==> src/hw/rtl/pesi_pkg.sv <==
package pesi_pkg;

  // byte counter width of the packet scanner
  localparam int CountBits = 20;
  // width of the size and offset fields in a result
  localparam int SizeBits = 20;
  localparam int HdrBits = 9;

  localparam logic [CountBits-1:0] CountMax = {CountBits{1'b1}};

  // byte positions inside the fixed PES header
  localparam logic [CountBits-1:0] PosPrefixEnd = CountBits'(2);
  localparam logic [CountBits-1:0] PosStreamId  = CountBits'(3);
  localparam logic [CountBits-1:0] PosLenHigh   = CountBits'(4);
  localparam logic [CountBits-1:0] PosLenLow    = CountBits'(5);
  localparam logic [CountBits-1:0] PosHdrLen    = CountBits'(8);

  localparam logic [9:0] ShortHeader    = 10'd6;
  localparam logic [9:0] LongHeaderBase = 10'd9;

  // payload flag bits
  localparam int FlagStartCode = 0;
  localparam int FlagAc3Sync   = 1;
  localparam int FlagCodedVid  = 2;
  localparam int FlagRunEnded  = 3;

  localparam logic [7:0] ByteZero    = 8'h00;
  localparam logic [7:0] ByteOne     = 8'h01;
  localparam logic [7:0] ByteAc3Sync0 = 8'h0B;
  localparam logic [7:0] ByteAc3Sync1 = 8'h77;
  localparam logic [7:0] CodeSeqHdr  = 8'hB3;
  localparam logic [7:0] CodeGop     = 8'hB8;

  // stream types from the PMT
  localparam logic [7:0] StUnknown  = 8'h00;
  localparam logic [7:0] StMpeg1Vid = 8'h01;
  localparam logic [7:0] StMpeg2Vid = 8'h02;
  localparam logic [7:0] StMpeg2Alt = 8'h22;
  localparam logic [7:0] StPrivate  = 8'h06;
  localparam logic [7:0] StAc3      = 8'h81;
  localparam logic [7:0] StEac3     = 8'h87;

  // stream ids without optional header fields
  localparam logic [7:0] SidProgMap   = 8'hBC;
  localparam logic [7:0] SidPadding   = 8'hBE;
  localparam logic [7:0] SidPrivate2  = 8'hBF;
  localparam logic [7:0] SidEcm       = 8'hF0;
  localparam logic [7:0] SidEmm       = 8'hF1;
  localparam logic [7:0] SidDsmcc     = 8'hF2;
  localparam logic [7:0] SidH222E     = 8'hF8;
  localparam logic [7:0] SidDirectory = 8'hFF;
  localparam logic [3:0] SidVideoHigh = 4'hE;

  typedef struct packed {
    logic [CountBits-1:0] byte_index;
    logic [7:0]           id_byte;
    logic [7:0]           hdr_extra_len;
    logic [15:0]          declared_len;
    logic [23:0]          recent_bytes;
    logic                 prefix_good;
    logic [1:0]           zero_run;
    logic [3:0]           payload_flags;
    logic                 intra_hit;
    logic [CountBits-1:0] intra_position;
    logic                 overflowed;
  } pkt_state_t;

  typedef struct packed {
    logic                packet_valid;
    logic [HdrBits-1:0]  header_bytes;
    logic [SizeBits-1:0] packet_bytes;
    logic [7:0]          pes_sid;
    logic                long_header;
    logic                mpeg_video;
    logic                ac3_audio;
    logic                coded_video_start;
    logic                intra_found;
    logic [SizeBits-1:0] intra_offset;
    logic                too_long;
  } pes_result_t;

  function automatic logic sid_long(input logic [7:0] sid);
    return sid != SidProgMap && sid != SidPadding && sid != SidPrivate2 &&
           sid != SidEcm && sid != SidEmm && sid != SidDsmcc &&
           sid != SidH222E && sid != SidDirectory;
  endfunction

  function automatic logic sid_video(input logic [7:0] sid);
    return sid[7:4] == SidVideoHigh;
  endfunction

endpackage

==> src/hw/rtl/pesi_byte_if.sv <==
interface pesi_byte_if;
  logic       valid;
  logic       ready;
  logic [7:0] data_byte;
  logic       last_byte;

  modport source (output valid, output data_byte, output last_byte, input ready);
  modport sink (input valid, input data_byte, input last_byte, output ready);
endinterface

==> src/hw/rtl/pesi_res_if.sv <==
interface pesi_res_if;
  logic                          valid;
  logic                          ready;
  logic                          packet_valid;
  logic [pesi_pkg::HdrBits-1:0]  header_bytes;
  logic [pesi_pkg::SizeBits-1:0] packet_bytes;
  logic [7:0]                    pes_sid;
  logic                          long_header;
  logic                          mpeg_video;
  logic                          ac3_audio;
  logic                          coded_video_start;
  logic                          intra_found;
  logic [pesi_pkg::SizeBits-1:0] intra_offset;
  logic                          too_long;

  modport source (
    output valid, input ready,
    output packet_valid, output header_bytes, output packet_bytes, output pes_sid,
    output long_header, output mpeg_video, output ac3_audio, output coded_video_start,
    output intra_found, output intra_offset, output too_long
  );
  modport sink (
    input valid, output ready,
    input packet_valid, input header_bytes, input packet_bytes, input pes_sid,
    input long_header, input mpeg_video, input ac3_audio, input coded_video_start,
    input intra_found, input intra_offset, input too_long
  );
endinterface

==> src/hw/rtl/pes_packet_inspector_top.sv <==
// pes packet inspector
//
// byte_i carries the raw bytes of one PES packet, one byte per transaction,
// with last_byte set on the final byte. res_o carries one result transaction
// per packet, issued after the final byte: validity of the 00 00 01 prefix,
// header size and declared length, header and effective sizes, stream id,
// payload kind (MPEG-1/2 video, AC-3, coded video start) and the offset of
// the first sequence header or GOP start code.
// stream_type_i is the PMT stream type of the PID, written with
// stream_type_we_i between packets.
// throughput: one byte per cycle unless a final byte waits on res_o; each
// byte passes an input register and a single stage of compares and counter
// updates. the result is valid in the cycle after the final byte leaves the
// input register.
// when res_o stalls, the held result stays put; payload bytes keep flowing
// until a second final byte reaches the input register, which then waits.
// reset clears the packet state, the stream type and both valid flags.
// a packet longer than the byte counter reports only too_long.
module pes_packet_inspector_top (
  input  logic                clk_i,
  input  logic                rst_ni,
  input  logic                stream_type_we_i,
  input  logic [7:0]          stream_type_i,
  pesi_byte_if.sink           byte_i,
  pesi_res_if.source          res_o
);

  // stream type register
  logic [7:0] stream_type_q;

  always_ff @(posedge clk_i or negedge rst_ni) begin
    if (!rst_ni) begin
      stream_type_q <= '0;
    end else if (stream_type_we_i) begin
      stream_type_q <= stream_type_i;
    end
  end

  // input register stage
  logic       in_valid_q;
  logic [7:0] in_byte_q;
  logic       in_last_q;
  logic       res_free;
  logic       step_go;

  // a final byte may only step once the result register can take it
  assign res_free = !res_o.valid || res_o.ready;
  assign step_go = in_valid_q && (!in_last_q || res_free);
  assign byte_i.ready = !in_valid_q || step_go;

  always_ff @(posedge clk_i or negedge rst_ni) begin
    if (!rst_ni) begin
      in_valid_q <= 1'b0;
    end else if (byte_i.ready) begin
      in_valid_q <= byte_i.valid;
    end
  end

  always_ff @(posedge clk_i) begin
    if (byte_i.valid && byte_i.ready) begin
      in_byte_q <= byte_i.data_byte;
      in_last_q <= byte_i.last_byte;
    end
  end

  // packet scan state
  pesi_pkg::pkt_state_t  state_q;
  pesi_pkg::pkt_state_t  state_d;
  pesi_pkg::pes_result_t result_d;

  pesi_byte_step u_step (
    .state_i       (state_q),
    .data_byte_i   (in_byte_q),
    .last_byte_i   (in_last_q),
    .stream_type_i (stream_type_q),
    .state_o       (state_d),
    .result_o      (result_d)
  );

  always_ff @(posedge clk_i or negedge rst_ni) begin
    if (!rst_ni) begin
      state_q <= '0;
    end else if (step_go) begin
      state_q <= state_d;
    end
  end

  // result register
  logic                  res_valid_q;
  pesi_pkg::pes_result_t res_q;

  always_ff @(posedge clk_i or negedge rst_ni) begin
    if (!rst_ni) begin
      res_valid_q <= 1'b0;
    end else if (step_go && in_last_q) begin
      res_valid_q <= 1'b1;
    end else if (res_o.ready) begin
      res_valid_q <= 1'b0;
    end
  end

  always_ff @(posedge clk_i) begin
    if (step_go && in_last_q) begin
      res_q <= result_d;
    end
  end

  assign res_o.valid             = res_valid_q;
  assign res_o.packet_valid      = res_q.packet_valid;
  assign res_o.header_bytes      = res_q.header_bytes;
  assign res_o.packet_bytes      = res_q.packet_bytes;
  assign res_o.pes_sid           = res_q.pes_sid;
  assign res_o.long_header       = res_q.long_header;
  assign res_o.mpeg_video        = res_q.mpeg_video;
  assign res_o.ac3_audio         = res_q.ac3_audio;
  assign res_o.coded_video_start = res_q.coded_video_start;
  assign res_o.intra_found       = res_q.intra_found;
  assign res_o.intra_offset      = res_q.intra_offset;
  assign res_o.too_long          = res_q.too_long;

endmodule

==> src/hw/rtl/pesi_byte_step.sv <==
module pesi_byte_step (
  input  pesi_pkg::pkt_state_t  state_i,
  input  logic [7:0]            data_byte_i,
  input  logic                  last_byte_i,
  input  logic [7:0]            stream_type_i,
  output pesi_pkg::pkt_state_t  state_o,
  output pesi_pkg::pes_result_t result_o
);

  localparam int CB = pesi_pkg::CountBits;

  pesi_pkg::pkt_state_t nxt;

  // per-byte scan
  always_comb begin
    logic [CB-1:0] idx;
    logic [9:0]    hs;
    logic [CB-1:0] hs_w;
    logic          in_bounds;
    logic          active;
    logic          is_code;
    idx = state_i.byte_index;
    nxt = state_i;
    hs = '0;
    hs_w = '0;
    in_bounds = 1'b0;
    active = 1'b0;
    is_code = 1'b0;
    if (!state_i.overflowed) begin
      if (idx == pesi_pkg::CountMax) begin
        nxt.overflowed = 1'b1;
      end else begin
        if (idx == pesi_pkg::PosPrefixEnd) begin
          nxt.prefix_good = state_i.recent_bytes[15:0] == 16'h0000 &&
                            data_byte_i == pesi_pkg::ByteOne;
        end
        if (idx == pesi_pkg::PosStreamId) nxt.id_byte = data_byte_i;
        if (idx == pesi_pkg::PosLenHigh) nxt.declared_len[15:8] = data_byte_i;
        if (idx == pesi_pkg::PosLenLow) nxt.declared_len[7:0] = data_byte_i;
        if (idx == pesi_pkg::PosHdrLen) nxt.hdr_extra_len = data_byte_i;

        hs = pesi_pkg::sid_long(nxt.id_byte) ?
             pesi_pkg::LongHeaderBase + {2'b00, nxt.hdr_extra_len} :
             pesi_pkg::ShortHeader;
        hs_w = CB'(hs);
        in_bounds = nxt.declared_len == 16'h0000 ||
                    idx < CB'({1'b0, nxt.declared_len} + 17'(pesi_pkg::ShortHeader));
        active = idx >= CB'(pesi_pkg::ShortHeader) && idx >= hs_w && in_bounds;

        if (active) begin
          if (idx == hs_w + CB'(1) &&
              state_i.recent_bytes[7:0] == pesi_pkg::ByteAc3Sync0 &&
              data_byte_i == pesi_pkg::ByteAc3Sync1) begin
            nxt.payload_flags[pesi_pkg::FlagAc3Sync] = 1'b1;
          end
          if (idx == hs_w + CB'(2) && state_i.recent_bytes[15:0] == 16'h0000 &&
              data_byte_i == pesi_pkg::ByteOne) begin
            nxt.payload_flags[pesi_pkg::FlagStartCode] = 1'b1;
          end
          // leading zero run, saturating at three
          if (!state_i.payload_flags[pesi_pkg::FlagRunEnded]) begin
            if (data_byte_i == pesi_pkg::ByteZero) begin
              if (state_i.zero_run != 2'd3) nxt.zero_run = state_i.zero_run + 2'd1;
            end else begin
              nxt.payload_flags[pesi_pkg::FlagRunEnded] = 1'b1;
              if (data_byte_i == pesi_pkg::ByteOne && state_i.zero_run == 2'd3) begin
                nxt.payload_flags[pesi_pkg::FlagCodedVid] = 1'b1;
              end
            end
          end
          // payload start counts as a start code position
          is_code = data_byte_i == pesi_pkg::CodeSeqHdr || data_byte_i == pesi_pkg::CodeGop;
          if (!state_i.intra_hit && idx >= hs_w + CB'(3) && is_code &&
              (idx == hs_w + CB'(3) || state_i.recent_bytes == 24'h000001)) begin
            nxt.intra_hit = 1'b1;
            nxt.intra_position = idx - CB'(3);
          end
        end
        nxt.recent_bytes = {state_i.recent_bytes[15:0], data_byte_i};
      end
    end
  end

  // end of packet report and next state
  always_comb begin
    logic [CB:0] total;
    logic [CB:0] hs_x;
    logic [CB:0] psize;
    logic [CB:0] esize;
    logic [9:0]  hs;
    logic        lh;
    logic        vid;
    logic        valid;
    logic        mpeg;
    logic        ac3;
    logic        coded;
    total = {1'b0, nxt.byte_index} + (CB+1)'(1);
    psize = (CB+1)'({1'b0, nxt.declared_len} + 17'(pesi_pkg::ShortHeader));
    lh = pesi_pkg::sid_long(nxt.id_byte);
    vid = pesi_pkg::sid_video(nxt.id_byte);
    hs = '0;
    if (nxt.prefix_good && total >= (CB+1)'(pesi_pkg::ShortHeader)) begin
      if (!lh) begin
        hs = pesi_pkg::ShortHeader;
      end else if (total >= (CB+1)'(pesi_pkg::LongHeaderBase)) begin
        hs = pesi_pkg::LongHeaderBase + {2'b00, nxt.hdr_extra_len};
        if ((CB+1)'(hs) > total) hs = '0;
      end
    end
    hs_x = (CB+1)'(hs);
    valid = hs != 10'd0 &&
            (nxt.declared_len == 16'h0000 || (psize >= hs_x && psize <= total));
    esize = nxt.declared_len == 16'h0000 ? total : psize;
    mpeg = esize >= hs_x + (CB+1)'(3) &&
           (stream_type_i == pesi_pkg::StMpeg1Vid || stream_type_i == pesi_pkg::StMpeg2Vid ||
            stream_type_i == pesi_pkg::StMpeg2Alt ||
            (stream_type_i == pesi_pkg::StUnknown && vid &&
             nxt.payload_flags[pesi_pkg::FlagStartCode]));
    ac3 = esize >= hs_x + (CB+1)'(2) &&
          (stream_type_i == pesi_pkg::StAc3 || stream_type_i == pesi_pkg::StEac3 ||
           ((stream_type_i == pesi_pkg::StUnknown || stream_type_i == pesi_pkg::StPrivate) &&
            nxt.payload_flags[pesi_pkg::FlagAc3Sync]));
    coded = stream_type_i == pesi_pkg::StUnknown && vid &&
            nxt.payload_flags[pesi_pkg::FlagCodedVid];

    result_o = '0;
    if (nxt.overflowed) begin
      result_o.too_long = 1'b1;
    end else if (valid) begin
      result_o.packet_valid = 1'b1;
      result_o.header_bytes = hs[pesi_pkg::HdrBits-1:0];
      result_o.packet_bytes = pesi_pkg::SizeBits'(esize);
      result_o.pes_sid = nxt.id_byte;
      result_o.long_header = lh;
      result_o.mpeg_video = mpeg;
      result_o.ac3_audio = ac3;
      result_o.coded_video_start = coded;
      if (mpeg && nxt.intra_hit) begin
        result_o.intra_found = 1'b1;
        result_o.intra_offset = pesi_pkg::SizeBits'(nxt.intra_position);
      end
    end

    state_o = nxt;
    if (last_byte_i) begin
      state_o = '0;
    end else if (!nxt.overflowed) begin
      state_o.byte_index = nxt.byte_index + CB'(1);
    end
  end

endmodule
==> src/flat_wrapper.sv <==
// flat-port wrapper written by rule: the top's interface ports become plain ports
module pes_packet_inspector_top_flat 
  (clk_i, rst_ni, stream_type_we_i, stream_type_i, byte_i_valid, byte_i_data_byte, byte_i_last_byte, byte_i_ready, res_o_valid, res_o_ready, res_o_packet_valid, res_o_header_bytes, res_o_packet_bytes, res_o_pes_sid, res_o_long_header, res_o_mpeg_video, res_o_ac3_audio, res_o_coded_video_start, res_o_intra_found, res_o_intra_offset, res_o_too_long);
  pesi_byte_if byte_i_i ();
  pesi_res_if res_o_i ();
  input  logic clk_i;
  input  logic rst_ni;
  input  logic stream_type_we_i;
  input  logic [7:0] stream_type_i;
  input wire logic [$bits(byte_i_i.valid)-1:0] byte_i_valid;
  input wire logic [$bits(byte_i_i.data_byte)-1:0] byte_i_data_byte;
  input wire logic [$bits(byte_i_i.last_byte)-1:0] byte_i_last_byte;
  output wire logic [$bits(byte_i_i.ready)-1:0] byte_i_ready;
  output wire logic [$bits(res_o_i.valid)-1:0] res_o_valid;
  input wire logic [$bits(res_o_i.ready)-1:0] res_o_ready;
  output wire logic [$bits(res_o_i.packet_valid)-1:0] res_o_packet_valid;
  output wire logic [$bits(res_o_i.header_bytes)-1:0] res_o_header_bytes;
  output wire logic [$bits(res_o_i.packet_bytes)-1:0] res_o_packet_bytes;
  output wire logic [$bits(res_o_i.pes_sid)-1:0] res_o_pes_sid;
  output wire logic [$bits(res_o_i.long_header)-1:0] res_o_long_header;
  output wire logic [$bits(res_o_i.mpeg_video)-1:0] res_o_mpeg_video;
  output wire logic [$bits(res_o_i.ac3_audio)-1:0] res_o_ac3_audio;
  output wire logic [$bits(res_o_i.coded_video_start)-1:0] res_o_coded_video_start;
  output wire logic [$bits(res_o_i.intra_found)-1:0] res_o_intra_found;
  output wire logic [$bits(res_o_i.intra_offset)-1:0] res_o_intra_offset;
  output wire logic [$bits(res_o_i.too_long)-1:0] res_o_too_long;
  assign byte_i_i.valid = byte_i_valid;
  assign byte_i_i.data_byte = byte_i_data_byte;
  assign byte_i_i.last_byte = byte_i_last_byte;
  assign byte_i_ready = byte_i_i.ready;
  assign res_o_valid = res_o_i.valid;
  assign res_o_i.ready = res_o_ready;
  assign res_o_packet_valid = res_o_i.packet_valid;
  assign res_o_header_bytes = res_o_i.header_bytes;
  assign res_o_packet_bytes = res_o_i.packet_bytes;
  assign res_o_pes_sid = res_o_i.pes_sid;
  assign res_o_long_header = res_o_i.long_header;
  assign res_o_mpeg_video = res_o_i.mpeg_video;
  assign res_o_ac3_audio = res_o_i.ac3_audio;
  assign res_o_coded_video_start = res_o_i.coded_video_start;
  assign res_o_intra_found = res_o_i.intra_found;
  assign res_o_intra_offset = res_o_i.intra_offset;
  assign res_o_too_long = res_o_i.too_long;
  pes_packet_inspector_top u_core (.clk_i(clk_i), .rst_ni(rst_ni), .stream_type_we_i(stream_type_we_i), .stream_type_i(stream_type_i), .byte_i(byte_i_i), .res_o(res_o_i));
endmodule
==> config.mk <==
export PLATFORM = sky130hd
export DESIGN_NAME = pes_packet_inspector_top_flat
export DESIGN_NICKNAME = d
export VERILOG_FILES = /design/src/hw/rtl/pesi_pkg.sv /design/src/hw/rtl/pesi_byte_if.sv /design/src/hw/rtl/pesi_res_if.sv /design/src/hw/rtl/pes_packet_inspector_top.sv /design/src/hw/rtl/pesi_byte_step.sv /design/src/flat_wrapper.sv
export SDC_FILE = /design/constraint.sdc
export NUM_CORES = 1
export LEC_CHECK = 0
export ABC_AREA = 1
export BUFFER_PORTS_ARGS = -buffer_cell sky130_fd_sc_hd__buf_2
export CAP_MARGIN = 20
export CORE_ASPECT_RATIO = 0.6
export CORE_MARGIN = 3
export CORE_UTILIZATION = 25
export CTS_BUF_LIST = sky130_fd_sc_hd__clkbuf_4 sky130_fd_sc_hd__clkbuf_8 sky130_fd_sc_hd__clkbuf_16
export DETAILED_ROUTE_END_ITERATION = 10
export SETUP_SLACK_MARGIN = 0.05
export SLEW_MARGIN = 10
export SYNTH_ARGS = -nofsm -noshare
export SYNTH_HDL_FRONTEND = slang
export SYNTH_SLANG_ARGS = --single-unit
==> constraint.sdc <==
create_clock -name clk_i -period 6.9 [get_ports clk_i]
set_input_delay 1.38 -clock clk_i [delete_from_list [all_inputs] [get_ports clk_i]]
set_output_delay 1.38 -clock clk_i [all_outputs]
set_load 0.005 [all_outputs]
# Word level (Yosys, flattened, before mapping)
# Cells that the tools add are included.
# word_totals
in_bits	22
out_inout_bits	66
regBits	188
# classes
muxes	39
n_reduce_logical	71
eq_ne	44
addsub	13
bitwise_logic	2
magnitude_cmp	11
# op_table
cell	n
85-bit two-way mux	2
8-bit inequality test (second input constant)	16
8-bit two-way mux	12
84-bit two-way mux	1
21-bit two-way mux	3
63-bit two-way mux	1
20-bit by 10-bit equality test with 1-bit output	3
16-bit logical NOT	3
9-bit two-way mux	5
21-bit by 11-bit greater-or-equal comparator with 1-bit output	2
20-bit by 2-bit equality test with 1-bit output (second input constant)	2
20-bit by 3-bit equality test with 1-bit output (second input constant)	2
20-bit two-way mux	2
1-bit logical AND	38
16-bit by 3-bit adder with 17-bit output (second input constant)	2
8-bit equality test (second input constant)	4
27-bit two-way mux	1
24-bit by 1-bit equality test with 1-bit output (second input constant)	1
10-bit by 2-bit adder with 11-bit output (second input constant)	2
20-bit by 1-bit adder with 21-bit output (second input constant)	1
21-bit by 3-bit greater-or-equal comparator with 1-bit output (second input constant)	1
21-bit by 4-bit greater-or-equal comparator with 1-bit output (second input constant)	1
9-bit by 21-bit > comparator with 1-bit output	1
17-bit by 21-bit less-or-equal comparator with 1-bit output	1
other kinds (38)	73

# Depth between registers and ports, before layout
# Gate-level depths: netlist of the first run.
# logic_depth
ltp_word	38
ltp_mapped	56
ltp_nobuf	54

# By module
# Synthesis of the first run repeated with hierarchy kept, for this count alone.
# hier_totals
cells_unflattened	2161
area_unflattened_um2	15597.5
# modules_own_cells
mod	n_inst	area_per_inst_um2	cells_per_inst	seq_area_each_um2
pesi_byte_step	1	8882.3	1588	0.0
pes_packet_inspector_top	1	6715.2	573	5069.9

# Worst setup path before layout of the first run
# No wires, ideal clock.
# synth_path
kind	reg-to-reg
startpoint	register u_core.state_q[85] (netlist name)
endpoint	register u_core.res_q (netlist bit u_core.res_o.intra_offset[10]), data pin
stages_incl_launch_ff	53
period_less_slack_ns	6.317
setup_slack_ns	0.583
path_buffers	2
setup_time_ns	0.261
arrival_ns	6.056
required_ns	6.639
cell_sequence	dfrtp_1 inv_2 ha_1 nand3_1 nor2_4 nand3_1 buf_4 nand2_1 o21ai_0 nand2_1 o21a_1 ha_1 nand2_1 nand2_1 nand3_1 nor2_1 inv_1 nand2_1 [17 not listed] nand2_1 nor2_1 nand2_1 xor2_1 ha_1 a21oi_1 o21ai_0 nand3_1 nand2_1 a21oi_1 nand2_1 nor2_1 nand2_1 nor2_1 nand2_2 nand4_4 buf_6 nor2_2
# synth_between
elab_chain_len	27
elab_cells_between_ends	107
classes_between	add/sub (9); order compare (10); eq/ne (25); mux (25); bitwise (2); reduce/logical (36)
# synth_rtl
element	line	rtl
start: declaration	pes_packet_inspector_top.sv:67	pesi_pkg::pkt_state_t state_q;
start signal: assignment	pes_packet_inspector_top.sv:84	state_q <= state_d;
branches (longest 27 deep; another with 9-bit by 21-bit > comparator with 1-bit output)	--	
end signal: assignment	pes_packet_inspector_top.sv:104	res_q <= result_d;
end: declaration	pes_packet_inspector_top.sv:90	pesi_pkg::pes_result_t res_q;
# Several ways; the timed one is not identified. The select of a mux whose other input is x is not followed.
# A chain may end at the register's enable or synchronous reset.

# Final worst setup path of the first run
# layout_path
startpoint	register u_core.state_q[95] (netlist name)
endpoint	register u_core.res_q (netlist bit u_core.res_o.intra_offset[13]), data pin
# Same word-level chain as after synthesis.

==> results of run 1 <==
-- routing by layer --
layer,part of all wire (%),up-vias,wire [um],GRT usage [%]
met1,50,6386,25900,26.9
li1,-,6655,-,-
met3,14,45,7460,7.71
met2,34,622,17700,20.0
met4,1.1,0,549,2.90
met5,0,-,0,0
-- how the worst max path moves through the flow --
stage	from	endpoint	slack (ns)	cells after the start
floorplan	u_core.state_q[85]	u_core.res_o.intra_offset[10]	0.58	52
global placement	u_core.state_q[86]	u_core.res_o.intra_offset[19]	0.14	54
detailed placement	u_core.state_q[86]	u_core.res_o.intra_offset[0]	0.12	54
CTS	u_core.state_q[86]	u_core.res_o.intra_offset[0]	0.07	54
global route	u_core.state_q[95]	u_core.res_o.intra_offset[13]	-0.03	52
finish	u_core.state_q[95]	u_core.res_o.intra_offset[13]	0.44	48
-- final cells by class --
class                   count  area, um^2
well taps                 759         950
multi-input cells        1401        8070
inverters                 265        1000
clock inverters            14         186
flip-flops and latches    188        5070
clock buffers              18         439
fillers                  5996       39200
repair buffers            180        1200
-- logic make-up after synthesis --
| family | count (synthesis) | synth area share [%] |
|---|---|---|
| compound gates | 324 | 13.4 |
| xor+xnor | 63 | 4.03 |
| fa+ha+maj | 105 | 9.22 |
| buf+inv | 317 | 9.02 |
| flops | 188 | 35.6 |
| mux | 5 | 0.386 |
| other cells | 1 | 0.0263 |
| simple gates | 901 | 28.4 |
-- Yosys cell counts, drive strengths merged (13+ instances only) --
master  count
nor3       42
nand4      45
o21ai     132
o22ai      74
inv       261
edfxtp     73
clkbuf     25
nor4       13
dfrtp     115
nand3     100
ha        105
xor2       53
nor2      228
buf        27
a21oi      81
nand2     460
-- metrics by stage --
stage / setup TNS (ns) / util [%] / instances / hold WS (ns) / area [um^2]
after detailed placement: 0 / 28.5 / 2778 / 0.474 / 16000
after global routing: -0.268 / 30.2 / 2825 / 0.510 / 16900
after floorplan: 0 / - / 1906 / 0.448 / 14300
after CTS: 0 / 29.6 / 2810 / 0.494 / 16600
after global placement: 0 / 28.5 / 2778 / 0.467 / 16000
final: 0 / 30.2 / 2825 / 0.496 / 16900
-- worst max-delay path: cells and delay by family, from the launching register on --
family,cells,cell delay (ns)
AO/OA/AOI/OAI,7,0.92
XOR/XNOR,1,0.14
adder cells (fa/ha/maj),3,0.83
buffers and inverters,8,0.93
flip-flops,1,0.42
AND/OR/NAND/NOR,29,2.96
-- flip-flops by register name (all words and copies together) (netlist names) --
name	cells
u_core.res_o.header_bytes	9
u_core.state_q	105
u_core.res_o.packet_bytes	20
u_core.res_o.packet_valid	1
u_core.stream_type_q	8
u_core.res_o.pes_sid	8
u_core.res_o.intra_found	1
u_core.res_o.mpeg_video	1
u_core.in_valid_q	1
u_core.res_o.ac3_audio	1
u_core.res_o.intra_offset	20
u_core.res_o.coded_video_start	1
u_core.in_last_q	1
u_core.res_o.too_long	1
u_core.res_o.valid	1
u_core.in_byte_q	8
u_core.res_o.long_header	1
-- what timing repair did --
item | CTS | global route
endpoints found under the setup margin | 0 | 83
hold endpoints to repair | 0 | 0
gates resized for setup | 0 | 53
setup buffers | 0 | 12
-- power by group through the flow --
stage / Clock (mW) / Combinational [mW] / Sequential, mW
2_1_floorplan: 0 / 1.11 / 1.31
3_3_place_gp: 0 / 1.63 / 1.31
3_5_place_dp: 0 / 1.63 / 1.31
4_1_cts: 1.10 / 1.64 / 1.29
5_1_grt: 1.14 / 1.93 / 1.30
6_report: 1.08 / 1.73 / 1.29
==> impl_summary.md, run 1 <==
Clock tree
The number of buffers created by CTS is 17. TritonCTS built the clock tree. The source-to-sink clock delay at the later pin of the worst-skew pair is 0.49 ns. The root buffer cell chosen for the clock tree is clkbuf_16. In this run the deepest clock path goes through 2 buffers. The H-tree generated during clock tree synthesis spans 4 levels.

The tree built by TritonCTS fans out to 188 sinks. The number of hold buffers added after CTS was 0. After clock tree synthesis, the clock-pin slew on the worst setup and hold paths is 0.09 ns.

Synth
The synthesized netlist contains 65 unique library cells. The predominant post-synthesis flop cell is dfrtp_1. The register area share after synthesis is 35.6%. Ranked by total cell area, the synthesized netlist is headed by dfrtp_1, edfxtp_1, nand2_1, ha_1, inv_1. The number of flops mapped to enable cells by yosys is 73. Averaged over all synthesized cells, the footprint is 7.49 um^2. The fraction of post-synthesis cell area in the top cell type by area is 20.2%. Of all flip-flops after synthesis, the portion carrying an async set or reset was 61.2%.

The number of flip-flops and latches in the synthesized netlist is 188. Summing every instance area after synthesis gives 14,300 um^2. For this run, the number of Yosys warnings is 0. Of all cell types, the one taking the most synthesized area is dfrtp_1. The post-synthesis cell count is 1,904.

Cells and area
The most common cell after layout, fill and taps aside is nand2_1. The final antenna diode count is 0. The library cells used most frequently in the layout, excluding fill and tap cells, are nand2_1, inv_1, nor2_1. The area growth from synthesis to layout is 18.7%. After the last flow step, the layout net total stands at 2,180.

In the final layout, the share of cells above drive strength 1 is 17.9%.

Power and ir drop
Registers are responsible for 31.5% of the overall power. The power share of the clock group is 26.3%. The overall power after layout is 4.11 mW. Of the total power, the share spent switching nets is 42.8%.

The internal portion of total power is 2.35 mW. The peak supply drop is 0.000186 V. The leakage power is 8.00 nW. Power spread over the standard cell area amounts to 243 nW/um^2.

In this run, the combinational gates consume 42.2% of the power. Summed over all nets, the switching power comes to 1.76 mW.

Setup path
The worst reg2reg path depth is 48. The worst register-to-register path ends at u_core.res_o.intra_offset[13]. Across all register-to-register paths, the minimum setup slack is 0.44 ns. The startpoint class of the critical path is a register. The critical path class is reg -> reg. Along the worst path, the maximum fanout reaches 7.

The cell seen most often among critical-path stages is nand2_1. The endpoint kind of the worst setup timing path is a register. The reg-to-reg critical path startpoint is u_core.state_q[95]. The arrival time at the worst endpoint is 6.69 ns. For this design, the slowest cell found on the critical path is dfrtp_1.

Data on the critical path is required at its endpoint by 7.13 ns. In this design, the stage delay of the slowest critical-path cell is 0.42 ns.

Floorplanning
The die is 191 um tall. In this run the count of I/O pins placed on the die edge is 88. The initial core utilization is 25.4%. The horizontal die dimension is 314 um. The die covers 60,000 um^2. The placeable core region is 56,100 um^2. The floorplan has 67 rows.

Worst hold path
The min-delay analysis places its worst path in the category reg -> reg. The worst hold path passes through 2 cells. The end point of the worst hold path is u_core.state_q[20]. In this run the most critical hold path is launched from u_core.state_q[20].

STA
Setup violations remaining at the end of the flow were counted as 0. The routed design could run at a clock period as short as 6.46 ns. The final hold violation count is 0. The final max-slew violation count came to 0. Headroom to the max-slew limit came out at 31.3%. Timing would allow up to 0.155 GHz. Setup repair after global routing could not meet its margin everywhere.

The share of the clock period used by the worst path after layout is 93.6%. The transition time at the pin with the least slew margin is 1.03 ns. The smallest setup slack after layout is 0.443 ns. Between clock sinks in the finished design, the worst skew comes to 0.0213 ns.

Outcome
The flow ran to the end, and the final reports show no timing, DRC or antenna violations.

Drt
After detailed routing, the total wire length is 51,700 um. The via density per instance is 4.85. The detail route stage leaves a number of antenna-violating nets equal to 0. The number of vias after detailed routing is 13,700. The iteration-0 DRC count of the detailed router is 1,750. Dividing the detail-routed wire length by the instance count gives 18.3 um.

The number of detailed-routing iterations run before antenna repair is 8. The DRC violations left is 0.

Placement
The worst slack at placement is 0.116 ns. The wire-length estimate of the detail-placed layout is 40,500 um. At the end of routability-driven placement, the weighted congestion stood at 0.993.

Buffers placed on the I/O ports in this run total 87.

GRT
The global router's overall resource usage is 17.0%. The initial antenna violation count is 0. The global-route wire length before repair is 77,100 um. The global-route congestion overflow total is 0. The via count of the first global-routing pass is 12,300. Entering global routing, the biggest net connects 70 pins.

Flow run
The number of max-cap violations is 0.
Note: power is estimated with default switching activity, not from simulation.
==> run 2, diff against run 1 <==
--- a/config.mk
+++ b/config.mk
@@ -13,6 +13,7 @@
 export CORE_UTILIZATION = 25
 export CTS_BUF_LIST = sky130_fd_sc_hd__clkbuf_4 sky130_fd_sc_hd__clkbuf_8 sky130_fd_sc_hd__clkbuf_16
 export DETAILED_ROUTE_END_ITERATION = 10
+export MAX_ROUTING_LAYER = met4
 export SETUP_SLACK_MARGIN = 0.05
 export SLEW_MARGIN = 10
 export SYNTH_ARGS = -nofsm -noshare
==> run 2 against run 1 <==
Global-route usage increased by 0.89 points. Clock-buffer cell count decreased by 1. Critical endpoint is now u_core.res_o.intra_offset[5]. Utilization about the same. Via count increased by 0.97%. Highest routed layer unchanged. Largest power group unchanged. Design area about the same. Clock skew decreased by 0.0036 ns. Register-to-register slack got worse by 0.06 ns. Clock power decreased by 5%.
==> impl_summary.md, run 2 (synthesis gave the netlist of run 1 again) <==
Floorplanning
The area of the die is 60,000 um^2 (unchanged). The initial core utilization is 25.4% (unchanged). The horizontal die dimension is 314 um (unchanged).

The placeable core region was 56,100 um^2 (unchanged). The top-level port count was 88 (unchanged). The placement row count was 67 (unchanged).

The vertical extent of the die is 191 um (unchanged).

Drt
The number of vias after detailed routing is 13,800 (+0.97%). The DRC violations left was 0 (unchanged). The average routed wire per standard cell came to 18.4 um (+0.39%). The detailed-route wire length is 52,000 um (+0.56%).

The via density per instance is 4.89 (+0.79%). The iteration-0 DRC count of the detailed router was 1,842 (+5.3%). The number of detailed-routing iterations run before antenna repair is 5 (-3).

The number of antenna-violating nets in the routed design is 0 (unchanged).

STA
The smallest setup slack after layout came to 0.383 ns (-0.0606 ns). The transition time at the pin with the least slew margin was 0.897 ns (-0.133 ns). The max-slew headroom at the worst pin was 40.2% (+8.9 points). The final hold violation count is 0 (unchanged).

The clock skew after layout is 0.0177 ns (-0.00358 ns). The maximum clock frequency is 0.153 GHz (-0.93%). The share of the clock period used by the worst path after layout is 94.5% (+0.88 points). The final critical path time including I/O delays and setup is 6.52 ns (+0.0606 ns).

The final max-slew violation count came to 0 (unchanged). The number of setup violations in the final report is 0 (unchanged).

Setup path
The arrival time at the worst endpoint came to 6.72 ns (+0.03 ns). Among the stages of the critical path, the cell type that occurs most often is nand2_1. The library cell contributing the largest single delay on the critical path is dfrtp_1. The peak fanout along the critical path is 26 (+19). STA classifies the critical path startpoint as a register. The required time of the critical path was 7.10 ns (-0.03 ns). The setup slack of the most critical reg-to-reg path is 0.38 ns (-0.06 ns). The critical path class is reg -> reg. The worst reg2reg path depth is 33 (-31%). The stage delay of the slowest cell on the critical path is 0.46 ns (+0.04 ns). The worst setup path is captured at a register.

GRT
The global-route congestion overflow total is 0 (unchanged). The met1 global-route usage is 27.5% (+0.56 points). The via count of the first global-routing pass is 12,500 (+1.9%). The layer carrying the most global-route usage is met1. The met2 layer usage reported by global route was 20.1% (+0.076 points). The initial antenna violation count was 0 (unchanged). The global-route wire length before repair is 78,500 um (+1.9%). The global router's overall resource usage came to 17.9% (+0.89 points). The met3 track demand over resource was 8.40% (+0.68 points). The maximum number of pins on one net before global-route repair came to 63 (-10%).

Power and ir drop
The overall power after layout is 4.08 mW (-0.64%). The leakage power was 8.00 nW (about the same). The peak supply drop came to 0.000209 V (+12%). The power per cell area is 241 nW/um^2 (-0.61%).

Flow run
The number of max-cap violations is 0 (unchanged).

Placement
The total of buffers placed on input and output ports is 87 (unchanged). The post-detailed-placement half-perimeter wirelength is 41,400 um (+2.2%). The worst slack at placement was 0.0252 ns (-0.0910 ns). The final weighted congestion of routability-driven global placement is 1.02 (+2.8%).

Clock tree
The TritonCTS clock tree is built. The number of buffers created by CTS came to 17 (unchanged). The number of clock sinks seen by CTS is 188 (unchanged). The maximum root-to-sink buffer count is 2 (unchanged). The number of H-tree levels is 4 (unchanged). The hold buffer count at CTS is 0 (unchanged).

The source-to-sink clock delay at the later pin of the worst-skew pair is 0.48 ns (about the same). The buffer type at the clock tree root is clkbuf_16. The CTS clock-pin slew for the worst setup and hold paths is 0.08 ns (about the same).

Cells and area
The final antenna diode count is 0 (unchanged). The proportion of layout cells with a drive suffix above 1 is 18.0% (+0.15 points). The post-layout net count was 2,185 (+0.23%). The number of flip-flops under the largest register name came to 105 (unchanged). The area taken by flip-flops and latches is 5070 um^2 (about the same).

The post-synthesis to final-layout area growth is 18.7% (about the same). The area used by multi-input combinational logic is 8070 um^2 (about the same). The library cells used most frequently in the layout, excluding fill and tap cells, are nand2_1, inv_1, nor2_1. The most flop-heavy register is u_core.state_q.

The library cell used most frequently in the layout, excluding fill and tap cells, is nand2_1. The number of filler cells placed in the layout is 6,029 (+0.55%).

Worst hold path
The hold-critical path depth came to 2 (unchanged). The type of the most critical hold path is reg -> reg.

Outcome
The run finished with clean final reports.
-- run 2: final timing paths --
kind,start,to
worst min register to register,u_core.state_q[3],u_core.state_q[3]
worst max-delay path,u_core.state_q[101],u_core.res_o.intra_offset[5]
worst min-delay path,u_core.state_q[3],u_core.state_q[3]
min in group asynchronous,rst_ni,u_core.state_q[18]
max in group asynchronous,rst_ni,u_core.state_q[60]
worst max register to register,u_core.state_q[101],u_core.res_o.intra_offset[5]
-- run 2: area by class of cell --
class | count | area share (%)
Timing Repair Buffer | 185 | 7.31
Multi-Input combinational cell | 1401 | 47.7
Clock inverter | 15 | 1.01
Clock buffer | 17 | 2.51
Sequential cell | 188 | 30.0
Tap cell | 759 | 5.61
Inverter | 265 | 5.89
-- run 2: timing repair --
| action | 4_1_cts | 5_1_grt |
|---|---|---|
| endpoints found under the setup margin | 20 | 64 |
| cloned | 0 | 3 |
| endpoints found under the hold margin | 0 | 0 |
| buffers inserted | 0 | 6 |
| pin swaps | 0 | 15 |
| resized for setup | 1 | 48 |
-- run 2: through the flow --
| step | instances | TNS, ns | util [%] | hold slack (ns) | cell area [um^2] |
|---|---|---|---|---|---|
| global placement | 2789 | 0 | 28.6 | 0.468 | 16000 |
| detailed placement | 2789 | 0 | 28.6 | 0.477 | 16000 |
| CTS | 2821 | 0 | 29.7 | 0.496 | 16600 |
| floorplan | 1906 | 0 | - | 0.448 | 14300 |
| finish | 2830 | 0 | 30.2 | 0.493 | 16900 |
| global route | 2830 | -0.0956 | 30.2 | 0.509 | 16900 |
-- run 2: worst max-delay path: cells and delay by family, from the launching register on --
family	cells	cell delay, ns
AOI/OAI and AO/OA	5	0.94
xor gates and xnor gates	1	0.29
adders and majority gates	2	0.55
buffers and inverters	4	0.90
DFF	1	0.46
and+or+nand+nor	21	3.09
-- run 2: where the power goes --
part           internal, mW  switching [mW]
sequential             1.24          0.0520
clock                 0.489           0.540
combinational         0.591            1.17
total                  2.32            1.76
-- run 2: metal layers --
layer	part of all wire, %	wire length, um
met5	0	0
met4	1.0	533
met3	15	8020
met2	34	17600
met1	50	25800
